**config.mk**
```make
export PLATFORM = sky130hd
export DESIGN_NAME = smoothed_rate_meter
export DESIGN_NICKNAME = d
export VERILOG_FILES = /design/src/hw/rtl/srm_pkg.sv /design/src/hw/rtl/srm_smac.sv /design/src/hw/rtl/srm_sdiv.sv /design/src/hw/rtl/smoothed_rate_meter.sv
export VERILOG_INCLUDE_DIRS = /design/src /design/src/hw/rtl
export SDC_FILE = /design/constraint.sdc
export NUM_CORES = 2
export LEC_CHECK = 0
export BUFFER_PORTS_ARGS = -buffer_cell sky130_fd_sc_hd__buf_2
export CAP_MARGIN = 15
export CORE_AREA = 2 2 218 327
export DETAILED_ROUTE_END_ITERATION = 6
export DIE_AREA = 0 0 220 329
export HOLD_SLACK_MARGIN = 0.02
export PLACE_DENSITY = 0.72
export SETUP_SLACK_MARGIN = 0.02
export SYNTH_ARGS = -nofsm -noshare
export SYNTH_HDL_FRONTEND = slang
export SYNTH_SLANG_ARGS = --single-unit
```
**constraint.sdc**
```tcl
create_clock -name clk -period 16.7 [get_ports clk]
set_clock_uncertainty 0.05 [all_clocks]
set_input_delay 3.34 -clock clk [delete_from_list [all_inputs] [get_ports clk]]
set_output_delay 3.34 -clock clk [all_outputs]
set_load 0.05 [all_outputs]
```
**src/hw/rtl/smoothed_rate_meter_macros.svh**
```systemverilog
// ---------------------------------------------------------------------------
// smoothed_rate_meter assertion macros
// Concurrent check wrappers; they expand to nothing in synthesis builds.
// ---------------------------------------------------------------------------
`ifndef SMOOTHED_RATE_METER_MACROS_SVH
`define SMOOTHED_RATE_METER_MACROS_SVH

`ifndef SYNTHESIS
// same-cycle implication, sampled on clk, off while rst_n is low
`define SRM_ASSERT_IMPL(lbl, ante, cons) \
  lbl: assert property (@(posedge clk) disable iff (!rst_n) (ante) |-> (cons)) \
    else $error("smoothed_rate_meter: check failed");
// next-cycle implication
`define SRM_ASSERT_NEXT(lbl, ante, cons) \
  lbl: assert property (@(posedge clk) disable iff (!rst_n) (ante) |=> (cons)) \
    else $error("smoothed_rate_meter: check failed");
`else
`define SRM_ASSERT_IMPL(lbl, ante, cons)
`define SRM_ASSERT_NEXT(lbl, ante, cons)
`endif

`endif

```
**src/hw/rtl/srm_pkg.sv**
```systemverilog
// ---------------------------------------------------------------------------
// srm_pkg
// Widths, codes, types and helpers shared by the rate meter modules.
// ---------------------------------------------------------------------------
package srm_pkg;

  // fixed point and field widths
  localparam int FRAC_BITS = 8;
  localparam int RATE_W    = 30;
  localparam int MAXR_W    = 22;
  localparam int MS_W      = 16;
  localparam int FLOOR_W   = 10;
  localparam int TIME_W    = 32;
  localparam int EVT_W     = 64;
  localparam int OUTC_W    = 3;

  // configuration port
  localparam int CFG_ADDR_W = 3;
  localparam int CFG_DATA_W = MAXR_W;

  // stream packing
  localparam int IN_ACTIVE_LSB = 0;
  localparam int IN_NOW_LSB    = IN_ACTIVE_LSB + 1;
  localparam int IN_EVT_LSB    = IN_NOW_LSB + TIME_W;
  localparam int IN_FIELDS_W   = IN_EVT_LSB + EVT_W;
  localparam int IN_DATA_W     = ((IN_FIELDS_W + 7) / 8) * 8;
  localparam int OUT_FIELDS_W  = RATE_W + OUTC_W;
  localparam int OUT_DATA_W    = ((OUT_FIELDS_W + 7) / 8) * 8;

  // arithmetic widths
  localparam int PROD_W    = MAXR_W + MS_W;        // max_rate * elapsed
  localparam int INST_W    = MAXR_W + FRAC_BITS;   // window rate, bounded by max_rate
  localparam int MAC_A_W   = PROD_W;
  localparam int MAC_B_W   = MS_W;
  localparam int MAC_P_W   = MAC_A_W + MAC_B_W;
  localparam int DIV_N_W   = PROD_W + FRAC_BITS;
  localparam int DIV_D_W   = MS_W;
  localparam int DIV_CNT_W = $clog2(DIV_N_W + 1);

  localparam logic [RATE_W-1:0] RATE_MASK = {RATE_W{1'b1}};
  localparam logic [RATE_W-1:0] RATE_ONE  = RATE_W'(1) << FRAC_BITS;

  // constant factors: 0.92 = 23/25, 0.88/0.12 blend = (22*old + 3*new)/25
  localparam logic [MAC_B_W-1:0] K_DECAY_MUL = MAC_B_W'(23);
  localparam logic [MAC_B_W-1:0] K_OLD_MUL   = MAC_B_W'(22);
  localparam logic [MAC_B_W-1:0] K_NEW_MUL   = MAC_B_W'(3);
  localparam logic [MAC_B_W-1:0] K_MS_PER_S  = MAC_B_W'(1000);
  localparam logic [DIV_D_W-1:0] K_SMOOTH_DIV = DIV_D_W'(25);

  // register reset values
  localparam logic [MAXR_W-1:0]  RST_MAX_RATE  = MAXR_W'(2000000);
  localparam logic [MS_W-1:0]    RST_FIRST_WIN = MS_W'(500);
  localparam logic [MS_W-1:0]    RST_WIN       = MS_W'(1200);
  localparam logic [MS_W-1:0]    RST_STALE     = MS_W'(10000);
  localparam logic [FLOOR_W-1:0] RST_FLOOR     = FLOOR_W'(40);

  typedef enum logic [CFG_ADDR_W-1:0] {
    CFG_MAX_RATE   = 3'd0,
    CFG_FIRST_WIN  = 3'd1,
    CFG_WIN        = 3'd2,
    CFG_STALE      = 3'd3,
    CFG_IDLE_FLOOR = 3'd4
  } cfg_idx_t;

  typedef enum logic [OUTC_W-1:0] {
    OUT_DECAY   = 3'd0,
    OUT_OPENED  = 3'd1,
    OUT_WAITING = 3'd2,
    OUT_STALE   = 3'd3,
    OUT_IMPLAUS = 3'd4,
    OUT_EMPTY   = 3'd5,
    OUT_UPDATED = 3'd6
  } outcome_t;

  typedef enum logic [3:0] {
    S_IDLE,
    S_EVAL,
    S_CHK,
    S_LIM_MUL,
    S_DLT_MUL,
    S_INST_DIV,
    S_BL_NEW,
    S_BL_OLD,
    S_BL_DIV,
    S_DEC_MUL,
    S_DEC_DIV,
    S_FIN
  } state_t;

  typedef struct packed {
    logic               start;
    logic [MAC_A_W-1:0] a;
    logic [MAC_B_W-1:0] b;
    logic [MAC_P_W-1:0] c;
  } mac_req_t;

  typedef struct packed {
    logic               busy;
    logic [MAC_P_W-1:0] p;
  } mac_rsp_t;

  typedef struct packed {
    logic               start;
    logic [DIV_N_W-1:0] num;
    logic [DIV_D_W-1:0] den;
  } div_req_t;

  typedef struct packed {
    logic               busy;
    logic [DIV_N_W-1:0] quo;
  } div_rsp_t;

  // clamp limit: max_rate in q format, never above the rate field
  function automatic logic [RATE_W-1:0] rate_cap(input logic [MAXR_W-1:0] max_hs);
    logic [DIV_N_W-1:0] cap;
    cap = DIV_N_W'(max_hs) << FRAC_BITS;
    if (cap > DIV_N_W'(RATE_MASK)) rate_cap = RATE_MASK;
    else rate_cap = cap[RATE_W-1:0];
  endfunction

  function automatic logic [RATE_W-1:0] sat_rate(input logic [DIV_N_W-1:0] v,
                                                 input logic [RATE_W-1:0]  cap);
    if (v > DIV_N_W'(cap)) sat_rate = cap;
    else sat_rate = v[RATE_W-1:0];
  endfunction

endpackage

```
**src/hw/rtl/srm_smac.sv**
```systemverilog
// ---------------------------------------------------------------------------
// srm_smac
// Bit-serial multiply-accumulate: p = c + a*b, one multiplier bit a cycle.
// ---------------------------------------------------------------------------
module srm_smac import srm_pkg::*; (
  input  logic     clk,
  input  logic     rst_n,
  input  mac_req_t req,
  output mac_rsp_t rsp
);

  logic [MAC_P_W-1:0] a_r, a_nxt;
  logic [MAC_P_W-1:0] acc_r, acc_nxt;
  logic [MAC_B_W-1:0] b_r, b_nxt;

  // stops as soon as no multiplier bits remain
  always_comb begin
    a_nxt   = a_r;
    b_nxt   = b_r;
    acc_nxt = acc_r;
    if (req.start) begin
      a_nxt   = MAC_P_W'(req.a);
      b_nxt   = req.b;
      acc_nxt = req.c;
    end else if (b_r != '0) begin
      if (b_r[0]) acc_nxt = acc_r + a_r;
      a_nxt = a_r << 1;
      b_nxt = b_r >> 1;
    end
  end

  always_ff @(posedge clk) begin
    if (!rst_n) begin
      b_r <= '0;
    end else begin
      b_r <= b_nxt;
    end
    a_r   <= a_nxt;
    acc_r <= acc_nxt;
  end

  assign rsp.busy = (b_r != '0);
  assign rsp.p    = acc_r;

endmodule

```
**src/hw/rtl/srm_sdiv.sv**
```systemverilog
// ---------------------------------------------------------------------------
// srm_sdiv
// Restoring divider, one quotient bit a cycle.
// ---------------------------------------------------------------------------
module srm_sdiv import srm_pkg::*; (
  input  logic     clk,
  input  logic     rst_n,
  input  div_req_t req,
  output div_rsp_t rsp
);

  logic [DIV_N_W-1:0]   q_r, q_nxt;
  logic [DIV_D_W-1:0]   rem_r, rem_nxt;
  logic [DIV_D_W-1:0]   den_r, den_nxt;
  logic [DIV_CNT_W-1:0] cnt_r, cnt_nxt;
  logic [DIV_D_W:0]     trial;

  // dividend shifts out of q_r from the top, quotient bits shift in below
  always_comb begin
    q_nxt   = q_r;
    rem_nxt = rem_r;
    den_nxt = den_r;
    cnt_nxt = cnt_r;
    trial   = {rem_r, q_r[DIV_N_W-1]} - {1'b0, den_r};
    if (req.start) begin
      q_nxt   = req.num;
      rem_nxt = '0;
      den_nxt = req.den;
      cnt_nxt = DIV_CNT_W'(DIV_N_W);
    end else if (cnt_r != '0) begin
      if (trial[DIV_D_W]) rem_nxt = {rem_r[DIV_D_W-2:0], q_r[DIV_N_W-1]};
      else rem_nxt = trial[DIV_D_W-1:0];
      q_nxt   = {q_r[DIV_N_W-2:0], ~trial[DIV_D_W]};
      cnt_nxt = cnt_r - 1'b1;
    end
  end

  always_ff @(posedge clk) begin
    if (!rst_n) begin
      cnt_r <= '0;
    end else begin
      cnt_r <= cnt_nxt;
    end
    q_r   <= q_nxt;
    rem_r <= rem_nxt;
    den_r <= den_nxt;
  end

  assign rsp.busy = (cnt_r != '0);
  assign rsp.quo  = q_r;

endmodule

```
**src/hw/rtl/smoothed_rate_meter.sv**
```systemverilog
// ---------------------------------------------------------------------------
// smoothed_rate_meter
// Sequence: rebase, open and zero-rate decay ticks go from accept to the
//   registered word directly; wait and stale ticks add a check state; a decay
//   runs one MAC and one divide; empty and implausible ticks may use the serial
//   MAC; an update uses the MAC and one or two divides on the shared serial
//   divider. One word in flight; the next is accepted in the cycle after the previous result is registered.
// Reset: synchronous, active low; rate, window and handshake state cleared,
//   configuration back to its defaults.
// ---------------------------------------------------------------------------
`include "smoothed_rate_meter_macros.svh"

module smoothed_rate_meter import srm_pkg::*; (
  input  logic                  clk,
  input  logic                  rst_n,
  // input stream
  input  logic                  in_tvalid,
  output logic                  in_tready,
  input  logic [IN_DATA_W-1:0]  in_tdata,   // [0] active, [32:1] now_ms, [96:33] event_count
  input  logic                  in_tuser,   // [0] op
  // result stream
  output logic                  out_tvalid,
  input  logic                  out_tready,
  output logic [OUT_DATA_W-1:0] out_tdata,  // [29:0] rate_q8, [32:30] outcome
  // configuration writes
  input  logic                  cfg_we,
  input  logic [CFG_ADDR_W-1:0] cfg_addr,
  input  logic [CFG_DATA_W-1:0] cfg_wdata
);

  // -------------------------------------------------------------------------
  // declarations
  // -------------------------------------------------------------------------
  state_t st_r, st_nxt;

  // latched input word
  logic              op_r;
  logic              active_r;
  logic [TIME_W-1:0] now_r;
  logic [EVT_W-1:0]  evt_r;

  // per-word working registers
  logic [TIME_W-1:0] elapsed_r, elapsed_nxt;
  logic [EVT_W-1:0]  delta_r, delta_nxt;
  logic [PROD_W-1:0] lim_r, lim_nxt;
  logic [RATE_W-1:0] res_rate_r, res_rate_nxt;
  outcome_t          res_outc_r, res_outc_nxt;

  // meter state
  logic [RATE_W-1:0] rate_r;
  logic [TIME_W-1:0] win_start_r;
  logic [EVT_W-1:0]  base_r;
  logic              win_open_r;

  // configuration
  logic [MAXR_W-1:0]  max_rate_r;
  logic [MS_W-1:0]    first_win_r;
  logic [MS_W-1:0]    win_r;
  logic [MS_W-1:0]    stale_r;
  logic [FLOOR_W-1:0] floor_r;

  // output register
  logic              out_tvalid_r;
  logic [RATE_W-1:0] out_rate_r;
  outcome_t          out_outc_r;

  // serial units
  mac_req_t mac_req;
  mac_rsp_t mac_rsp;
  div_req_t div_req;
  div_rsp_t div_rsp;

  logic               accept;
  logic               commit;
  logic               mac_done;
  logic               div_done;
  logic               rate_le_one;
  logic               dec_go;
  logic [MS_W-1:0]    need_ms;
  logic               chk_wait;
  logic               chk_stale;
  logic               chk_far;
  logic               dlt_impl;
  logic               dlt_empty;
  logic [RATE_W-1:0]  cap;
  logic [DIV_N_W-1:0] floor_q;

  // -------------------------------------------------------------------------
  // arithmetic units: one MAC and one divider, used one at a time
  // -------------------------------------------------------------------------
  srm_smac u_mac (
    .clk   (clk),
    .rst_n (rst_n),
    .req   (mac_req),
    .rsp   (mac_rsp)
  );

  srm_sdiv u_div (
    .clk   (clk),
    .rst_n (rst_n),
    .req   (div_req),
    .rsp   (div_rsp)
  );

  // -------------------------------------------------------------------------
  // decision terms
  // -------------------------------------------------------------------------
  assign accept   = in_tvalid && in_tready;
  assign mac_done = !mac_rsp.busy;
  assign div_done = !div_rsp.busy;

  // the short first window applies while no real rate exists yet
  assign rate_le_one = (rate_r <= RATE_ONE);
  assign need_ms     = rate_le_one ? first_win_r : win_r;
  assign dec_go      = !active_r && (rate_r != '0);

  assign chk_wait  = elapsed_r < TIME_W'(need_ms);
  assign chk_stale = elapsed_r > TIME_W'(stale_r);
  // a delta this large beats any max_rate*elapsed; also catches a counter
  // that went backwards
  assign chk_far   = (delta_r[EVT_W-1:PROD_W] != '0);

  // plausibility without a divide: delta*1000 > max_rate*elapsed
  assign dlt_impl  = mac_rsp.p > MAC_P_W'(lim_r);
  assign dlt_empty = (delta_r == '0);

  assign cap     = rate_cap(max_rate_r);
  assign floor_q = DIV_N_W'(floor_r) << FRAC_BITS;

  // -------------------------------------------------------------------------
  // sequencer: next state
  // -------------------------------------------------------------------------
  always_comb begin
    st_nxt = st_r;
    case (st_r)
      S_IDLE: begin
        if (accept) st_nxt = S_EVAL;
      end
      S_EVAL: begin
        if (op_r) st_nxt = S_FIN;
        else if (!active_r) st_nxt = dec_go ? S_DEC_MUL : S_FIN;
        else if (!win_open_r) st_nxt = S_FIN;
        else st_nxt = S_CHK;
      end
      S_CHK: begin
        if (chk_wait || chk_stale || chk_far) st_nxt = S_FIN;
        else st_nxt = S_LIM_MUL;
      end
      S_LIM_MUL: begin
        if (mac_done) st_nxt = S_DLT_MUL;
      end
      S_DLT_MUL: begin
        if (mac_done) st_nxt = (dlt_impl || dlt_empty) ? S_FIN : S_INST_DIV;
      end
      S_INST_DIV: begin
        if (div_done) st_nxt = rate_le_one ? S_FIN : S_BL_NEW;
      end
      S_BL_NEW: begin
        if (mac_done) st_nxt = S_BL_OLD;
      end
      S_BL_OLD: begin
        if (mac_done) st_nxt = S_BL_DIV;
      end
      S_BL_DIV: begin
        if (div_done) st_nxt = S_FIN;
      end
      S_DEC_MUL: begin
        if (mac_done) st_nxt = S_DEC_DIV;
      end
      S_DEC_DIV: begin
        if (div_done) st_nxt = S_FIN;
      end
      S_FIN: begin
        if (commit) st_nxt = S_IDLE;
      end
      default: begin
        st_nxt = S_IDLE;
      end
    endcase
  end

  // -------------------------------------------------------------------------
  // sequencer: outputs (handshake, commit, unit launches)
  // -------------------------------------------------------------------------
  always_comb begin
    in_tready = (st_r == S_IDLE);
    // the result goes out once the output register is free or draining
    commit    = (st_r == S_FIN) && (!out_tvalid_r || out_tready);
    mac_req   = '0;
    div_req   = '0;
    case (st_r)
      S_EVAL: begin
        // decay: rate*23, then /25
        if (!op_r && dec_go) begin
          mac_req.start = 1'b1;
          mac_req.a     = MAC_A_W'(rate_r);
          mac_req.b     = K_DECAY_MUL;
        end
      end
      S_CHK: begin
        // elapsed is within stale_ms here, so it fits the short operand
        if (!(chk_wait || chk_stale || chk_far)) begin
          mac_req.start = 1'b1;
          mac_req.a     = MAC_A_W'(max_rate_r);
          mac_req.b     = elapsed_r[MS_W-1:0];
        end
      end
      S_LIM_MUL: begin
        if (mac_done) begin
          mac_req.start = 1'b1;
          mac_req.a     = delta_r[PROD_W-1:0];
          mac_req.b     = K_MS_PER_S;
        end
      end
      S_DLT_MUL: begin
        // plausible, so delta*1000 fits PROD_W and elapsed is nonzero
        if (mac_done && !(dlt_impl || dlt_empty)) begin
          div_req.start = 1'b1;
          div_req.num   = {mac_rsp.p[PROD_W-1:0], {FRAC_BITS{1'b0}}};
          div_req.den   = elapsed_r[MS_W-1:0];
        end
      end
      S_INST_DIV: begin
        if (div_done && !rate_le_one) begin
          mac_req.start = 1'b1;
          mac_req.a     = MAC_A_W'(div_rsp.quo[INST_W-1:0]);
          mac_req.b     = K_NEW_MUL;
        end
      end
      S_BL_NEW: begin
        // accumulate 22*old on top of 3*new
        if (mac_done) begin
          mac_req.start = 1'b1;
          mac_req.a     = MAC_A_W'(rate_r);
          mac_req.b     = K_OLD_MUL;
          mac_req.c     = mac_rsp.p;
        end
      end
      S_BL_OLD: begin
        if (mac_done) begin
          div_req.start = 1'b1;
          div_req.num   = mac_rsp.p[DIV_N_W-1:0];
          div_req.den   = K_SMOOTH_DIV;
        end
      end
      S_DEC_MUL: begin
        if (mac_done) begin
          div_req.start = 1'b1;
          div_req.num   = mac_rsp.p[DIV_N_W-1:0];
          div_req.den   = K_SMOOTH_DIV;
        end
      end
      default: begin
      end
    endcase
  end

  // -------------------------------------------------------------------------
  // working registers
  // -------------------------------------------------------------------------
  always_comb begin
    elapsed_nxt  = elapsed_r;
    delta_nxt    = delta_r;
    lim_nxt      = lim_r;
    res_rate_nxt = res_rate_r;
    res_outc_nxt = res_outc_r;
    case (st_r)
      S_EVAL: begin
        // both differences wrap, as the time and count inputs do
        elapsed_nxt  = now_r - win_start_r;
        delta_nxt    = evt_r - base_r;
        res_rate_nxt = rate_r;
        if (op_r || (active_r && !win_open_r)) res_outc_nxt = OUT_OPENED;
        else if (!active_r) res_outc_nxt = OUT_DECAY;
      end
      S_CHK: begin
        if (chk_wait) res_outc_nxt = OUT_WAITING;
        else if (chk_stale) res_outc_nxt = OUT_STALE;
        else if (chk_far) res_outc_nxt = OUT_IMPLAUS;
      end
      S_LIM_MUL: begin
        if (mac_done) lim_nxt = mac_rsp.p[PROD_W-1:0];
      end
      S_DLT_MUL: begin
        if (mac_done) begin
          if (dlt_impl) res_outc_nxt = OUT_IMPLAUS;
          else if (dlt_empty) res_outc_nxt = OUT_EMPTY;
        end
      end
      S_INST_DIV: begin
        // first real sample loads the window rate directly
        if (div_done) begin
          res_outc_nxt = OUT_UPDATED;
          if (rate_le_one) res_rate_nxt = sat_rate(div_rsp.quo, cap);
        end
      end
      S_BL_DIV: begin
        if (div_done) res_rate_nxt = sat_rate(div_rsp.quo, cap);
      end
      S_DEC_DIV: begin
        if (div_done) begin
          if (div_rsp.quo < floor_q) res_rate_nxt = '0;
          else res_rate_nxt = div_rsp.quo[RATE_W-1:0];
        end
      end
      default: begin
      end
    endcase
  end

  always_ff @(posedge clk) begin
    if (!rst_n) begin
      st_r <= S_IDLE;
    end else begin
      st_r <= st_nxt;
    end
    if (accept) begin
      op_r     <= in_tuser;
      active_r <= in_tdata[IN_ACTIVE_LSB];
      now_r    <= in_tdata[IN_NOW_LSB +: TIME_W];
      evt_r    <= in_tdata[IN_EVT_LSB +: EVT_W];
    end
    elapsed_r  <= elapsed_nxt;
    delta_r    <= delta_nxt;
    lim_r      <= lim_nxt;
    res_rate_r <= res_rate_nxt;
    res_outc_r <= res_outc_nxt;
  end

  // -------------------------------------------------------------------------
  // meter state: updated only when the word is handed to the output
  // -------------------------------------------------------------------------
  always_ff @(posedge clk) begin
    if (!rst_n) begin
      rate_r      <= '0;
      win_start_r <= '0;
      base_r      <= '0;
      win_open_r  <= 1'b0;
    end else if (commit) begin
      rate_r <= res_rate_r;
      case (res_outc_r)
        OUT_OPENED: begin
          win_start_r <= now_r;
          base_r      <= evt_r;
          win_open_r  <= 1'b1;
        end
        OUT_STALE, OUT_IMPLAUS, OUT_UPDATED: begin
          win_start_r <= now_r;
          base_r      <= evt_r;
        end
        OUT_EMPTY: begin
          // empty window: restart the time, keep the baseline
          win_start_r <= now_r;
        end
        default: begin
        end
      endcase
    end
  end

  // -------------------------------------------------------------------------
  // configuration registers; indexes past the list are ignored
  // -------------------------------------------------------------------------
  always_ff @(posedge clk) begin
    if (!rst_n) begin
      max_rate_r  <= RST_MAX_RATE;
      first_win_r <= RST_FIRST_WIN;
      win_r       <= RST_WIN;
      stale_r     <= RST_STALE;
      floor_r     <= RST_FLOOR;
    end else if (cfg_we) begin
      case (cfg_addr)
        CFG_MAX_RATE:   max_rate_r  <= cfg_wdata[MAXR_W-1:0];
        CFG_FIRST_WIN:  first_win_r <= cfg_wdata[MS_W-1:0];
        CFG_WIN:        win_r       <= cfg_wdata[MS_W-1:0];
        CFG_STALE:      stale_r     <= cfg_wdata[MS_W-1:0];
        CFG_IDLE_FLOOR: floor_r     <= cfg_wdata[FLOOR_W-1:0];
        default: begin
        end
      endcase
    end
  end

  // -------------------------------------------------------------------------
  // output register: holds one finished word while the next is taken in
  // -------------------------------------------------------------------------
  always_ff @(posedge clk) begin
    if (!rst_n) begin
      out_tvalid_r <= 1'b0;
    end else if (commit) begin
      out_tvalid_r <= 1'b1;
    end else if (out_tready) begin
      out_tvalid_r <= 1'b0;
    end
    if (commit) begin
      out_rate_r <= res_rate_r;
      out_outc_r <= res_outc_r;
    end
  end

  assign out_tvalid = out_tvalid_r;
  assign out_tdata  = OUT_DATA_W'({out_outc_r, out_rate_r});

  // -------------------------------------------------------------------------
  // checks
  // -------------------------------------------------------------------------
  `SRM_ASSERT_IMPL(a_units_exclusive, 1'b1, !(mac_rsp.busy && div_rsp.busy))
  `SRM_ASSERT_NEXT(a_rate_held, !commit, $stable(rate_r))
  `SRM_ASSERT_IMPL(a_word_from_commit, $rose(out_tvalid_r), $past(commit))
  `SRM_ASSERT_NEXT(a_update_capped, commit && (res_outc_r == OUT_UPDATED), rate_r <= cap)

endmodule
```
==> results.toml <==
[outcome]
status = "finished, violations left"
violations = "DRC"

[grt]
gr-total-overflow = 0
grt_use_total_pct = 27.2
grt_pass1_vias = 28300
grt_max_degree = 103
grt_pass1_wl_microns = 153000
antenna_found_initial = 5

[worst_setup_path]
path_class = "flip-flop to flip-flop"
cpLargestDelayFamily = "simple AND/OR/NAND/NOR gates"
slowest_stage = "nor4_2"
critPathBufInv = 4
worstPathCellList = "nor4_1, nand4_1, a211oi_4, buf_4, mux2i_1, ha_1, and4_1, o21ai_0, a211oi_1, a211oi_2, nor4_2, buf_4, or2_2, buf_4, buf_4, nor3_1"
cp_slowest_stage_delay_ns = 0.83
arrival_ns = 6.40
cp.required_ns = 17.00
start_kind = "flip-flop"
end_kind = "flip-flop"
cp_max_fo = 50
cpMostUsedCell = "buf_4"

[logic_synthesis]
avgSynthCellArea_sq_um = 9.70
syn-instance-count = 3896
syn_area_sq_um = 37800
yosys_warnings = 0
synthFlopType = "edfxtp_1"
yosysSeqAreaShare_pct = 50.0
synth_edf_count = 452
synth_cell_types = 86
async_flop_share_pct = 0
synth_seq_cells = 718

[sta]
min_period_ns = 6.11
rsz0062_at_grt = "false"
maxSlewHeadroom_pct = 15.6
fmax_ghz = 0.164
hold_viol_final = 0
tns_ns = 0
period_share_pct = 36.6
final_max_slew_viol_count = 0
tightest_slew_ns = 1.23
final-setup-viol-count = 0

[detailed_routing]
dr.pass1.iters = 7
wire_per_inst_microns = 19.9
route.detailed.drc = 29
vias = 29300
vias_per_cell = 5.90
wirelength_microns = 98400
drtIter0Drc = 2421
postRouteAntennaNets = 0

[worst_hold_path]
min_path_type = "flip-flop to flip-flop"

[clock_network]
htreeDepth = 3
cts_buffer_depth = 3
hold_buffers = 0
cts_buffers = 69
path_clk_slew_ns = 0.07
ctsRootBufferMaster = "clkbuf_16"
cts_tree = "done"
cts_num_sinks = 718
post_cts_buffers = 0
cts_resized = 0
clock_latency_ns = 0.62

[cells_and_area]
num-fill-cells = 6059
area_delta_synth_final_pct = 10.5
multi_input_area_sq_um = 17300
seq_area_sq_um = 18900
final_cell_area_sq_um = 41800
drive_gt1_share_pct = 8.40
layout.nets = 4395

[power_and_ir_drop]
totalPowerFinal_mw = 7.32
peakVddDrop_uv = 99.8
power.density_nw_per_um2 = 175
p_leak_nw = 16.1

[floorplanning]
dieArea_sq_um = 72400
core_area_sq_um = 69700
num_rows = 119
start_util_pct = 54.3
die_width_microns = 220
pin_count = 177
fp.dieH_microns = 329

[placement]
dpl.hpwl_microns = 71600
place_congestion = 0.944
placed_area_sq_um = 39400
port_buffers = 162

[run]
drv_cap = 0
-- logic make-up (layout without fill, tap and decap cells) --
kind of cell / Yosys count / after routing / share of synthesized area (%)
fa+ha+maj: 268 / 268 / 8.95
flops: 718 / 718 / 50.0
xor+xnor: 138 / 138 / 3.20
compound gates: 1004 / 1004 / 17.1
mux: 37 / 37 / 0.983
other cells: 1 / 8 / 0.00992
buf+inv: 442 / 588 / 4.49
simple gates: 1288 / 1288 / 15.3
-- layout make-up --
cell class / instances / share of cell area, %
Clock buffer: 92 / 4.49
Clock inverter: 35 / 1.06
Tap cell: 907 / 2.72
Inverter: 264 / 2.39
Timing Repair Buffer: 197 / 2.60
Multi-Input combinational cell: 2742 / 41.5
Antenna cell: 1 / 0.00599
Sequential cell: 718 / 45.2
-- final timing paths --
kind                      startpoint                   endpoint  slack, ns  depth (start not counted)
max          rate_r[14]$_SDFFE_PN0P_  u_mac.acc_r[50]$_DFFE_PP_      10.59                         16
min          base_r[56]$_SDFFE_PN0P_    base_r[56]$_SDFFE_PN0P_       0.40                          2
max reg2reg  rate_r[14]$_SDFFE_PN0P_  u_mac.acc_r[50]$_DFFE_PP_      10.59                         16
min reg2reg  base_r[56]$_SDFFE_PN0P_    base_r[56]$_SDFFE_PN0P_       0.40                          2
-- report_power, final --
part	switching [mW]	internal [mW]	total, mW
registers	0.419	2.58	3.00
logic	1.64	1.06	2.71
clock network	0.683	0.937	1.62
total	2.75	4.58	7.32
-- cells in the mapped netlist, drive strengths merged, types with 51 or more instances --
| master | instances | area share (%) |
|---|---|---|
| nand3 | 68 | 0.90 |
| nor3 | 55 | 0.73 |
| nor2 | 194 | 1.9 |
| xnor2 | 86 | 2.0 |
| dfxtp | 266 | 14 |
| nand4 | 51 | 0.84 |
| a21oi | 401 | 5.3 |
| clkbuf | 158 | 1.6 |
| o21ai | 112 | 1.5 |
| inv | 263 | 2.6 |
| xor2 | 52 | 1.2 |
| edfxtp | 452 | 36 |
| ha | 264 | 8.7 |
| nand2 | 688 | 6.8 |
| a21o | 126 | 2.5 |
-- registers in the layout, indices dropped and copies added (netlist names), 22 cells and up --
| name | cells |
|---|---|
| res_rate_r | 30 |
| out_rate_r | 30 |
| u_div.q_r | 46 |
| evt_r | 64 |
| rate_r | 30 |
| u_mac.acc_r | 54 |
| u_mac.a_r | 54 |
| base_r | 64 |
| lim_r | 38 |
| max_rate_r | 22 |
| elapsed_r | 32 |
| delta_r | 64 |
| win_start_r | 32 |
| now_r | 32 |
-- metal layers --
metal / vias up / wire [microns] / GRT usage, %
li1: 14200 / - / -
met1: 13700 / 37400 / 32.0
met2: 1058 / 48300 / 46.8
met3: 305 / 6220 / 4.03
met4: 4 / 6410 / 16.4
met5: - / 22 / 0
-- per-stage QoR --
stage / instances / worst slack, ns / hold WS [ns] / util (%)
after floorplan: 3902 / 9.95 / 0.376 / -
after global placement: 4827 / 10.71 / 0.387 / 56.6
after detailed placement: 4827 / 10.68 / 0.387 / 56.6
after CTS: 4954 / 10.67 / 0.405 / 59.9
after global routing: 4955 / 10.34 / 0.417 / 60.0
final: 4956 / 10.59 / 0.402 / 60.0
-- placed cells by master (no fill, tap or decap), types with 17 or more instances in the layout --
cell type / instances
a211oi_1: 33
a21o_1: 126
a21oi_1: 400
a221o_1: 24
a222oi_1: 30
a22o_1: 17
a22oi_1: 47
a31oi_1: 38
and2_1: 46
and3_1: 18
buf_2: 162
buf_4: 34
clkbuf_1: 18
clkbuf_16: 70
dfxtp_1: 266
edfxtp_1: 452
ha_1: 264
inv_1: 260
mux2i_1: 36
nand2_1: 685
nand2b_1: 25
nand3_1: 68
nand4_1: 51
nor2_1: 190
nor2b_1: 31
nor3_1: 53
nor4_1: 48
o211ai_1: 29
o21a_1: 28
o21ai_0: 109
o21bai_1: 22
xnor2_1: 86
xor2_1: 52
-- worst min-delay path, cell delays in order, from the launching register on --
cell,delay [ns]
dfxtp_1,0.31
nand2_1,0.05
a21oi_1,0.05
(Power assumes the default switching activity.)
